==> src/rtl/core/rti_pkg.sv <==
// Package for the radial table interpolator: sequencer states, field widths and table depth.
// No dependencies; used by every module under rtl/core.
`timescale 1ns / 1ps
package rti_pkg;
    localparam int COORD_W     = 24;
    localparam int DIST_W      = 24;
    localparam int VALUE_W     = 32;
    localparam int SUM_W       = 48;
    localparam int CFG_W       = 7;
    localparam int IDX_W       = 6;
    localparam int TABLE_DEPTH = 64;

    typedef enum logic [0:0] {
        OP_LOAD = 1'b0,
        OP_EVAL = 1'b1
    } op_t;

    typedef enum logic [3:0] {
        ST_IDLE,
        ST_SQ,
        ST_SQRT,
        ST_RD0,
        ST_RD1,
        ST_CMP,
        ST_MUL,
        ST_DIV,
        ST_FIN,
        ST_OUT
    } state_t;
endpackage

==> src/rtl/core/rti_divider.sv <==
// Restoring divider, one quotient bit per cycle, for the interpolation step.
// Depends on rti_pkg.
`timescale 1ns / 1ps
module rti_divider
(
    input  logic        clk,
    input  logic        rst_n,
    input  logic        start,
    input  logic [55:0] dividend,
    input  logic [23:0] divisor,
    output logic        done,
    output logic [55:0] quotient
);
    import rti_pkg::*;

    logic [55:0] q_reg, q_next;
    logic [24:0] r_reg, r_next;
    logic [23:0] d_reg, d_next;
    logic [5:0]  cnt_reg, cnt_next;
    logic        busy_reg, busy_next;
    logic        done_reg, done_next;
    logic [24:0] trial;
    logic [25:0] diff;

    assign trial = {r_reg[23:0], q_reg[55]};
    assign diff  = {1'b0, trial} - {2'b00, d_reg};

    always_comb
    begin
        q_next = q_reg;
        r_next = r_reg;
        d_next = d_reg;
        cnt_next = cnt_reg;
        busy_next = busy_reg;
        done_next = 1'b0;
        if (start)
        begin
            q_next = dividend;
            r_next = '0;
            d_next = divisor;
            cnt_next = 6'd55;
            busy_next = 1'b1;
        end
        else if (busy_reg)
        begin
            if (!diff[25])
            begin
                r_next = diff[24:0];
                q_next = {q_reg[54:0], 1'b1};
            end
            else
            begin
                r_next = trial;
                q_next = {q_reg[54:0], 1'b0};
            end
            cnt_next = cnt_reg - 6'd1;
            if (cnt_reg == 6'd0)
            begin
                busy_next = 1'b0;
                done_next = 1'b1;
            end
        end
    end

    always_ff @(posedge clk or negedge rst_n)
    begin
        if (!rst_n)
        begin
            busy_reg <= 1'b0;
            done_reg <= 1'b0;
            cnt_reg <= '0;
        end
        else
        begin
            busy_reg <= busy_next;
            done_reg <= done_next;
            cnt_reg <= cnt_next;
        end
    end

    always_ff @(posedge clk)
    begin
        q_reg <= q_next;
        r_reg <= r_next;
        d_reg <= d_next;
    end

    assign done = done_reg;
    assign quotient = q_reg;
endmodule

==> config.mk <==
export PLATFORM = sky130hd
export DESIGN_NAME = rti_divider
export DESIGN_NICKNAME = d
export VERILOG_FILES = /design/src/rtl/core/rti_pkg.sv /design/src/rtl/core/rti_divider.sv
export SDC_FILE = /design/constraint.sdc
export NUM_CORES = 1
export LEC_CHECK = 0
export ABC_AREA = 1
export BUFFER_PORTS_ARGS = -buffer_cell sky130_fd_sc_hd__buf_4
export CORE_ASPECT_RATIO = 1.5
export CORE_MARGIN = 8
export CORE_UTILIZATION = 60
export DETAILED_ROUTE_END_ITERATION = 8
export GPL_TIMING_DRIVEN = 0
export PLACE_DENSITY = 0.86
export SETUP_SLACK_MARGIN = 0.15
export SLEW_MARGIN = 10
export SYNTH_ARGS = -nofsm -noshare
export SYNTH_HDL_FRONTEND = slang
export SYNTH_SLANG_ARGS = --single-unit
==> constraint.sdc <==
create_clock -name clk -period 6.25 [get_ports clk]
set_input_delay 1.25 -clock clk [delete_from_list [all_inputs] [get_ports clk]]
set_output_delay 1.25 -clock clk [all_outputs]
set_load 0.02 [all_outputs]
==> results of run 1 <==
## metrics by stage
stage | hold slack (ps) | instances | area, um^2
floorplan | 444 | 865 | 6520
global placement | 459 | 1148 | 7740
detailed placement | 460 | 1149 | 7760
CTS | 473 | 1165 | 8030
global route | 499 | 1165 | 8030
finish | 474 | 1165 | 8030
## where the power goes
| part | total [mW] | internal [mW] | switching [mW] |
|---|---|---|---|
| sequential | 0.974 | 0.908 | 0.0657 |
| clock | 0.543 | 0.274 | 0.269 |
| combinational | 1.10 | 0.430 | 0.674 |
| total | 2.62 | 1.61 | 1.01 |
## cell families (layout without fill, tap and decap cells)
logic type	after synthesis	count (layout)	synth area share
AND/OR/NAND/NOR	527	527	0.337
buffers and inverters	156	312	0.0951
flip-flops	112	112	0.473
AO/OA/AOI/OAI	34	34	0.0296
adder cells (fa/ha/maj)	27	27	0.0530
XOR/XNOR	9	9	0.0121
## routing by layer
layer,global-route usage,up-vias
met1,0.248,2652
met2,0.439,179
met3,0.0712,50
li1,-,2994
met4,0.123,0
met5,0,-
## how the worst max path moves through the flow
| stage | from | endpoint | slack, ps | cells after the start |
|---|---|---|---|---|
| floorplan | start | quotient[0]$_DFFE_PP_ | 2990 | 3 |
| detailed placement | start | quotient[17]$_DFFE_PP_ | 2640 | 5 |
| CTS | start | quotient[24]$_DFFE_PP_ | 2970 | 5 |
| global placement | start | quotient[17]$_DFFE_PP_ | 1700 | 4 |
| global route | start | quotient[12]$_DFFE_PP_ | 2830 | 5 |
| finish | start | quotient[27]$_DFFE_PP_ | 2960 | 5 |
## synth_stat cells, drive strengths merged
cell | n | area, um^2
nand4 | 5 | 31.3
nor2 | 35 | 146
clkbuf | 14 | 52.6
or2 | 2 | 12.5
fa | 1 | 20.0
o21bai | 2 | 15.0
edfxtp | 80 | 2400
a21o | 1 | 7.51
dfrtp | 8 | 200
xor2 | 1 | 8.76
inv | 132 | 495
nand3b | 18 | 139
a21oi | 15 | 86.3
nor3 | 4 | 25.0
dfxtp | 24 | 480
xnor2 | 8 | 70.1
o21ai | 14 | 70.1
ha | 26 | 325
and2 | 1 | 6.26
nand3 | 57 | 285
nor4 | 1 | 6.26
clkinv | 2 | 7.51
a22oi | 1 | 7.51
nand2 | 404 | 1540
buf | 8 | 63.8
a31oi | 1 | 6.26
## final cells by class
class | instances | area [um^2]
Fill cell | 859 | 2560
Multi-Input combinational cell | 597 | 2810
Buffer | 22 | 116
Tap cell | 144 | 180
Timing Repair Buffer | 140 | 1060
Clock buffer | 12 | 236
Sequential cell | 112 | 3080
Inverter | 134 | 503
Clock inverter | 4 | 30.0
## critical path, cell delays in order
cell,delay (ps)
buf_4,230
clkbuf_1,270
nor2_1,770
inv_2,480
buf_12,330
==> key figures, run 1 <==
Cells and area
  – Final nets: approximately 1100
  – Ant diodes: 0
  – Layout cells sized above 1: 0.176
  – Commonest non-fill, non-tap cell in the layout: nand2_1
  – Final Util: 0.758
  – Max FFs per register: 56
  – Layout area overhead: 23.2%
  – Most frequent cells in the layout: nand2_1 (397), buf_4 (140), inv_1 (127)

Power
  – Leakage: ~4.3 nW
  – PwrDens: roughly 330 nW/um^2
  – Peak supply drop: around 0.18 mV
  – Total power: 2.62 mW

Critical path
  – Reg-to-reg endpoint: quotient[27]$_DFFE_PP_
  – Setup crit end kind: flop
  – Critical path class: in -> reg
  – Worst Path Arrival: approximately 3400 ps
  – Worst Path Max Fanout: 41
  – Worst r2r src: busy_reg$_DFF_PN0_
  – WP data required: approximately 6300 ps
  – Worst reg-to-reg path cell count: 3
  – Flop2flop setup slack: a little under 4000 ps
  – Worst Setup Start Kind: input port

Global routing
  – Antenna violations before repair: 0
  – Global-route usage over all layers: 0.244
  – Grt ovf: 0
  – Number of global-route vias before repair: about 5900
  – Largest net degree at the start of global routing: between 40 and 50
  – Global-route wire length before repair: 27.5 mm

Logic synthesis
  – Post-Syn Instances: roughly 870
  – Warnings, synthesis: 0
  – Seq/Total Area, Yosys: 0.473
  – Mapped cell area: roughly 6500 um^2
  – Library cells used by synthesis: 40
  – Syn_nets: slightly below 1000
  – Yosys reg bits: roughly 110
  – Syn avg cell area: 7.53 um^2

Route
  – Routed wl met2: between 8 and 9 mm
  – Post-route ant nets: 0
  – Initial drt markers: between 200 and 300
  – Vias post-DR: just under 6000
  – WL final: 17.1 mm
  – Drt first pass iters: 5
  – WL met1: ~6.4 mm
  – Drt via density: roughly 5.0
  – DRC viols: 0
  – Drt wl/cell: 14.7 um
  – Met3 routed WL: ~1.2 mm
  – Top Layer Used: met4

Hold path
  – Worst hold stages: 2
  – Worst Hold End: r_reg[15]$_SDFFE_PP0P_
  – Worst hold path type: reg -> reg
  – Hold path startpoint: r_reg[15]$_SDFFE_PP0P_

Clocking
  – H-tree levels: 3
  – Clock Latency Late Sink: between 300 and 400 ps
  – Max clock buf depth: 2
  – Cts bufs inserted: 9
  – Clock sinks: between 100 and 150
  – CTS Hold Bufs: 0
  – Post-CTS Setup Bufs: 0
  – # resized after CTS: 0
  – Clk slew on worst S/H paths: 70 ps
  – CTS tree: yes
  – Root Buffer: clkbuf_16

STA
  – RSZ-0062 raised after global routing: no
  – Least-Margin Pin Slew: 939 ps
  – Final hold vios: 0
  – Crit path time final: between 3000 and 4000 ps
  – Skew final: a little under 10 ps
  – Slew headroom: 0.372
  – Post-route clock period utilization: 0.526
  – Fmax: 0.304 GHz
  – Endpoints failing setup: 0
  – Slew Viols, Final: 0
  – Setup TNS: 0 ps
  – Post-route setup slack: just under 3000 ps

Die
  – Site Rows: between 40 and 50
  – Io pins: 140
  – Area of the core: 10600 um^2
  – Die ar.: 14500 um^2
  – Initial core utilization: 0.615
  – Die height: 144 um
  – Die X-Extent: between 100 and 150 um

Placement
  – Port Buf Inserts: roughly 140
  – HPWL after detailed placement: around 13 mm
  – Place WS: around 2600 ps
  – GP Congestion: roughly 0.9

Status
  – Status: completed

Run
  – Max-cap violations: 0
Note: power is estimated with default switching activity, not from simulation.
==> run 2, diff against run 1 <==
--- a/config.mk
+++ b/config.mk
@@ -9,10 +9,10 @@
 export BUFFER_PORTS_ARGS = -buffer_cell sky130_fd_sc_hd__buf_4
 export CORE_ASPECT_RATIO = 1.5
 export CORE_MARGIN = 8
-export CORE_UTILIZATION = 60
+export CORE_UTILIZATION = 55
 export DETAILED_ROUTE_END_ITERATION = 8
 export GPL_TIMING_DRIVEN = 0
-export PLACE_DENSITY = 0.86
+export PLACE_DENSITY = 0.79
 export SETUP_SLACK_MARGIN = 0.15
 export SLEW_MARGIN = 10
 export SYNTH_ARGS = -nofsm -noshare
==> constraint.sdc (replaced) <==
create_clock -name clk -period 3.2 [get_ports clk]
set_input_delay 0.64 -clock clk [delete_from_list [all_inputs] [get_ports clk]]
set_output_delay 0.64 -clock clk [all_outputs]
set_load 0.02 [all_outputs]
==> run 2 against run 1 <==
Final cell count rose by 0.52%. Highest routed layer unchanged. Setup slack worse by 2400 ps. Clock skew rose by 2.2 ps. Largest cell class unchanged. Via count shrank 1.9%. Sequential power up 95%.
==> key figures, run 2 (synthesized netlist as in run 1, its figures left out) <==
Global routing
  – Global-route usage over all layers: 0.220 (-0.0244)
  – Antenna violations before repair: 0 (unchanged)
  – Global-route wire length before repair: 27.5 mm (about the same)
  – Largest net degree at the start of global routing: 42 (unchanged)
  – Grt ovf: 0 (unchanged)
  – Number of global-route vias before repair: 5763 (-1.7%)

Power
  – Peak supply drop: 0.380 mV (+110%)
  – Leakage: 4.33 nW (+0.51%)
  – PwrDens: 649 nW/um^2 (+99%)

Cells and area
  – Max FFs per register: 56 (unchanged)
  – Layout cells sized above 1: 0.177 (+0.000979)
  – Commonest non-fill, non-tap cell in the layout: nand2_1
  – Final nets: 1126 (unchanged)
  – Fin area: 8070 um^2 (+0.61%)
  – Final Util: 0.700 (-0.0576)
  – Ant diodes: 0 (unchanged)
  – Most frequent cells in the layout: nand2_1 (397), buf_4 (140), inv_1 (127)
  – Layout area overhead: 23.9%

Placement
  – HPWL after detailed placement: 13.2 mm (-0.40%)
  – Place WS: 155 ps (-2490 ps)
  – Port Buf Inserts: 139 (unchanged)
  – GP Congestion: 0.938 (+1.4%)
  – Placed cell areas: 7770 um^2 (about the same)

STA
  – Fmax: 0.375 GHz
  – Endpoints failing setup: 0 (unchanged)
  – Setup TNS: 0 ps (unchanged)
  – Crit path time final: 2670 ps
  – Post-route clock period utilization: 0.833
  – Least-Margin Pin Slew: 917 ps (-21.6 ps)
  – Slew Viols, Final: 0 (unchanged)
  – RSZ-0062 raised after global routing: no
  – Skew final: 12.1 ps (+2.24 ps)
  – Slew headroom: 0.386 (+0.0144)
  – Post-route setup slack: 533 ps (-2430 ps)
  – Final hold vios: 0 (unchanged)

Clocking
  – Clock sinks: 112 (unchanged)
  – Root Buffer: clkbuf_16
  – Cts bufs inserted: 9 (unchanged)
  – Max clock buf depth: 2 (unchanged)
  – Clk slew on worst S/H paths: 80 ps (about the same)
  – H-tree levels: 3 (unchanged)
  – Post-CTS Setup Bufs: 0 (unchanged)
  – Clock Latency Late Sink: 360 ps (about the same)
  – CTS Hold Bufs: 0 (unchanged)
  – CTS tree: yes
  – # resized after CTS: 0 (unchanged)

Route
  – Vias post-DR: 5766 (-1.9%)
  – DRC viols: 0 (unchanged)
  – Drt wl/cell: 14.6 um (-0.70%)
  – Post-route ant nets: 0 (unchanged)
  – Initial drt markers: 268 (-0.74%)
  – Drt via density: 4.92 (-2.4%)
  – Drt first pass iters: 5 (unchanged)
  – WL final: 17.1 mm (-0.19%)

Critical path
  – Worst path slowest cell: nor2_1
  – CP Cell Sequence: buf_4 -> clkbuf_1 -> nor2_1 -> inv_2 -> buf_12
  – Critical path's top delay family: buffers and inverters
  – WP buf/inv: 4 (unchanged)
  – Setup crit end kind: flop
  – Critical path class: in -> reg
  – Max incr delay on CP: 760 ps (about the same)
  – WP data required: 3290 ps (-3050 ps)
  – Worst Setup Start Kind: input port
  – Worst Path Max Fanout: 41 (unchanged)
  – Worst Path Arrival: 2750 ps (-620 ps)

Die
  – Die X-Extent: 105 um (+3.7%)
  – Area of the core: 11500 um^2 (+8.9%)
  – Site Rows: 48 (+4.3%)
  – Io pins: 140 (unchanged)
  – Initial core utilization: 0.565 (-0.0502)
  – Die ar.: 15700 um^2 (+7.8%)
  – Die height: 149 um (+4.0%)

Hold path
  – Worst hold path type: in -> async

Run
  – Max-cap violations: 0 (unchanged)

Status
  – Status: completed
## run 2: cell count changes in the layout (fill, tap and decap cells not counted), sizes merged
cell	change
clkbuf	-2
clkinv	+2
bufinv	+1
clkinvlp	-1
## run 2: per-layer routing
layer	part of all wire	up-vias	track usage
met1	0.37	2573	0.223
met2	0.52	163	0.406
li1	-	2999	-
met5	0	-	0
met3	0.076	31	0.0705
met4	0.025	0	0.0875
## run 2: metrics by stage
step,hold WS [ps],cells,power [mW]
after floorplan,344,865,3.47
after global placement,454,1154,4.04
after detailed placement,457,1155,4.06
after CTS,81.8,1171,5.25
after global routing,84.9,1171,5.60
final,90.2,1171,5.24
## run 2: final cells by class
cell class                      instances  area, um^2
Clock buffer                           10         229
Clock inverter                          6        78.8
Tap cell                              150         188
Fill cell                            1041        3460
Buffer                                 22         116
Multi-Input combinational cell        597        2810
Inverter                              134         503
Sequential cell                       112        3080
Timing Repair Buffer                  140        1060
## run 2: worst register-to-register path: stages, from the launching register on
cell     delay [ps]
dfrtp_1         420
nor2_1          720
inv_2           470
buf_12          330
## run 2: report_power, final
part	internal (mW)	switching [mW]
clock	0.623	0.563
combinational	0.840	1.31
sequential	1.77	0.130
## run 2: worst paths after layout
kind	start	to	slack, ps	depth (start not counted)
worst max-delay path	start	quotient[6]$_DFFE_PP_	530	5
worst min-delay path	rst_n	done$_DFF_PN0_	90	1
worst max register to register	busy_reg$_DFF_PN0_	quotient[6]$_DFFE_PP_	960	3
worst min register to register	r_reg[15]$_SDFFE_PP0P_	r_reg[15]$_SDFFE_PP0P_	480	2
max in group asynchronous	rst_n	cnt_reg[3]$_DFFE_PN0P_	2980	1
min in group clk	divisor[1]	d_reg[1]$_DFFE_PP_	450	1
==> run 3, diff against run 2 <==
--- a/config.mk
+++ b/config.mk
@@ -9,10 +9,10 @@
 export BUFFER_PORTS_ARGS = -buffer_cell sky130_fd_sc_hd__buf_4
 export CORE_ASPECT_RATIO = 1.5
 export CORE_MARGIN = 8
-export CORE_UTILIZATION = 55
+export CORE_UTILIZATION = 50
 export DETAILED_ROUTE_END_ITERATION = 8
 export GPL_TIMING_DRIVEN = 0
-export PLACE_DENSITY = 0.79
+export PLACE_DENSITY = 0.76
 export SETUP_SLACK_MARGIN = 0.15
 export SLEW_MARGIN = 10
 export SYNTH_ARGS = -nofsm -noshare
==> constraint.sdc (replaced) <==
create_clock -name clk -period 2.2 [get_ports clk]
set_input_delay 0.44 -clock clk [delete_from_list [all_inputs] [get_ports clk]]
set_output_delay 0.44 -clock clk [all_outputs]
set_load 0.02 [all_outputs]
==> run 3 against run 2 <==
Register-to-register slack lost 750 ps. Setup slack lost 320 ps. Global-route usage shrank 0.78 points. Highest routed layer unchanged.
==> key figures, run 3 (synthesized netlist as in run 1, its figures left out) <==
Status
  – Status: completed

STA
  – Post-route setup slack: 214 ps (-319 ps)
  – Endpoints failing setup: 0 (unchanged)
  – Crit path time final: roughly 2000 ps
  – Slew headroom: 0.628 (+0.242)
  – Fmax: roughly 0.50 GHz
  – Least-Margin Pin Slew: 557 ps (-360 ps)
  – Slew Viols, Final: 0 (unchanged)
  – Post-route clock period utilization: 0.903
  – Skew final: 12.0 ps (-0.0797 ps)
  – Min Hold Slack: 257 ps (+167 ps)
  – Final hold vios: 0 (unchanged)
  – RSZ-0062 raised after global routing: yes

Critical path
  – WP data required: 2440 ps (-850 ps)
  – Critical path class: reg -> reg
  – Setup crit end kind: flop
  – Worst Path Arrival: 2230 ps (-520 ps)
  – Worst Setup Start Kind: flop
  – Worst r2r src: quotient[55]$_DFFE_PP_
  – Reg-to-reg endpoint: r_reg[10]$_SDFFE_PP0P_
  – Flop2flop setup slack: 210 ps (-750 ps)
  – Worst Path Max Fanout: 4 (-90%)
  – Worst reg-to-reg path cell count: 11 (+8)

Route
  – DRC viols: 0 (unchanged)
  – Drt wl/cell: 15.2 um (+4.4%)
  – Drt via density: 4.96 (+0.83%)
  – Vias post-DR: 5933 (+2.9%)
  – Drt first pass iters: 4 (-1)
  – WL final: 18.2 mm (+6.5%)
  – Initial drt markers: 242 (-9.7%)
  – Post-route ant nets: 0 (unchanged)

Power
  – Combinational fraction of design power: 0.450 (+0.040)
  – Switch Pwr: 3.22 mW (+61%)
  – Flop pwr share: 0.339 (-0.024)
  – Sw frac: 0.387 (+0.00474)
  – Clk pwr share: 0.211 (-0.015)
  – Total power: 8.33 mW (+59%)
  – Peak supply drop: 0.466 mV (+23%)
  – Leakage: 4.41 nW (+2.0%)
  – PwrDens: 966 nW/um^2 (+49%)
  – Int Pwr: 5.10 mW (+58%)

Cells and area
  – Final nets: 1141 (+1.3%)
  – Number of fill cells: 1138 (+9.3%)
  – Layout cells sized above 1: 0.245 (+0.0679)
  – Most frequent cells in the layout: nand2_1 (383), buf_4 (151), inv_1 (118)
  – Layout area overhead: 32.3%
  – Final Util: 0.669 (-0.0314)
  – Ant diodes: 0 (unchanged)
  – Commonest non-fill, non-tap cell in the layout: nand2_1
  – Max FFs per register: 56 (unchanged)
  – Fin area: 8620 um^2 (+6.8%)

Global routing
  – Global-route usage over all layers: 0.212 (-0.00783)
  – Number of global-route vias before repair: 6118 (+6.2%)
  – Antenna violations before repair: 0 (unchanged)
  – Largest net degree at the start of global routing: 34 (-19%)
  – Global-route wire length before repair: 28.5 mm (+3.5%)
  – Grt ovf: 0 (unchanged)

Placement
  – Placed cell areas: 7810 um^2 (+0.56%)
  – Port Buf Inserts: 139 (unchanged)
  – HPWL after detailed placement: 13.6 mm (+3.1%)
  – GP Congestion: 0.966 (+3.0%)
  – Place WS: -459 ps (-614 ps)

Die
  – Initial core utilization: 0.505 (-0.0596)
  – Die ar.: 17000 um^2 (+8.7%)
  – Site Rows: 51 (+6.3%)
  – Die X-Extent: 109 um (+4.1%)
  – Io pins: 140 (unchanged)
  – Area of the core: 12900 um^2 (+12%)
  – Die height: 156 um (+4.4%)

Hold path
  – Hold path startpoint: divisor[9]
  – Worst hold stages: 1
  – Worst hold path type: in -> reg
  – Worst Hold End: d_reg[9]$_DFFE_PP_

Run
  – Max-cap violations: 0 (unchanged)

Clocking
  – Cts bufs inserted: 9 (unchanged)
  – Root Buffer: clkbuf_16
  – CTS tree: yes
  – Clk slew on worst S/H paths: 80 ps (about the same)
  – Clock sinks: 112 (unchanged)
  – H-tree levels: 3 (unchanged)
  – Clock Latency Late Sink: 350 ps (about the same)
  – Max clock buf depth: 2 (unchanged)
[run 3: cell count changes in the layout (fill, tap and decap cells not counted), sizes merged]
cell	delta
inv	+1
dlygate4sd3	+1
clkinvlp	+3
clkbuf	-1
buf	+13
clkinv	-2
[run 3: worst max path at each step]
| stage | start | to | slack (ps) | depth (start not counted) |
|---|---|---|---|---|
| 2_1_floorplan | start | quotient[0]$_DFFE_PP_ | 110 | 3 |
| 3_3_place_gp | start | quotient[17]$_DFFE_PP_ | -910 | 4 |
| 3_5_place_dp | start | quotient[17]$_DFFE_PP_ | -460 | 5 |
| 4_1_cts | d_reg[22]$_DFFE_PP_ | r_reg[5]$_SDFFE_PP0P_ | 150 | 13 |
| 5_1_grt | quotient[55]$_DFFE_PP_ | r_reg[18]$_SDFFE_PP0P_ | 110 | 12 |
| 6_report | quotient[55]$_DFFE_PP_ | r_reg[10]$_SDFFE_PP0P_ | 210 | 11 |
[run 3: what timing repair did]
action / in CTS / in global routing
pin swaps: 3 / 10
endpoints found under the hold margin: 8 / 0
setup endpoints to repair: 58 / 59
gates resized for setup: 16 / 62
hold buffers: 1 / 0
setup buffers: 6 / 7
cloned: 1 / 0
[run 3: area by class of cell]
type | instances | area (um^2) | area share
sequential | 112 | 3080 | 0.358
tap | 159 | 199 | 0.0231
clock inverter | 7 | 85.1 | 0.00987
timing repair buffer | 154 | 1180 | 0.137
inverter | 134 | 507 | 0.0588
clock buffer | 9 | 225 | 0.0261
buffer | 22 | 154 | 0.0179
multi-input combinational | 597 | 3180 | 0.368
timing repair inverter | 1 | 7.51 | 0.000871
[run 3: per-stage QoR]
stage | cells | TNS, ps
detailed placement | 1164 | -23470
floorplan | 865 | 0
CTS | 1188 | 0
finish | 1195 | 0
global placement | 1163 | -56750
global route | 1195 | 0
[run 3: power by group through the flow]
| stage | clock (mW) | combinational (mW) | sequential (mW) |
|---|---|---|---|
| after detailed placement | 0 | 3.16 | 2.81 |
| after floorplan | 0 | 2.15 | 2.90 |
| after global routing | 1.86 | 4.14 | 2.87 |
| after global placement | 0 | 3.11 | 2.80 |
| after CTS | 1.78 | 3.36 | 2.78 |
| final | 1.75 | 3.75 | 2.83 |
[run 3: critical path, stage by stage (launching register included)]
cell and delay, ps:
edfxtp_1 410, inv_2 70, ha_1 150, inv_2 70
fa_2 400, nand3_1 100, nand3b_1 180, buf_4 200
xnor2_2 110, nand2_1 60, nand3_1 70, nand2_1 50
[run 3: layer usage]
layer | wire (um) | GRT usage
met4 | 546 | 0.0866
met1 | 6740 | 0.217
met5 | 0 | 0
met3 | 1370 | 0.0699
met2 | 9530 | 0.380
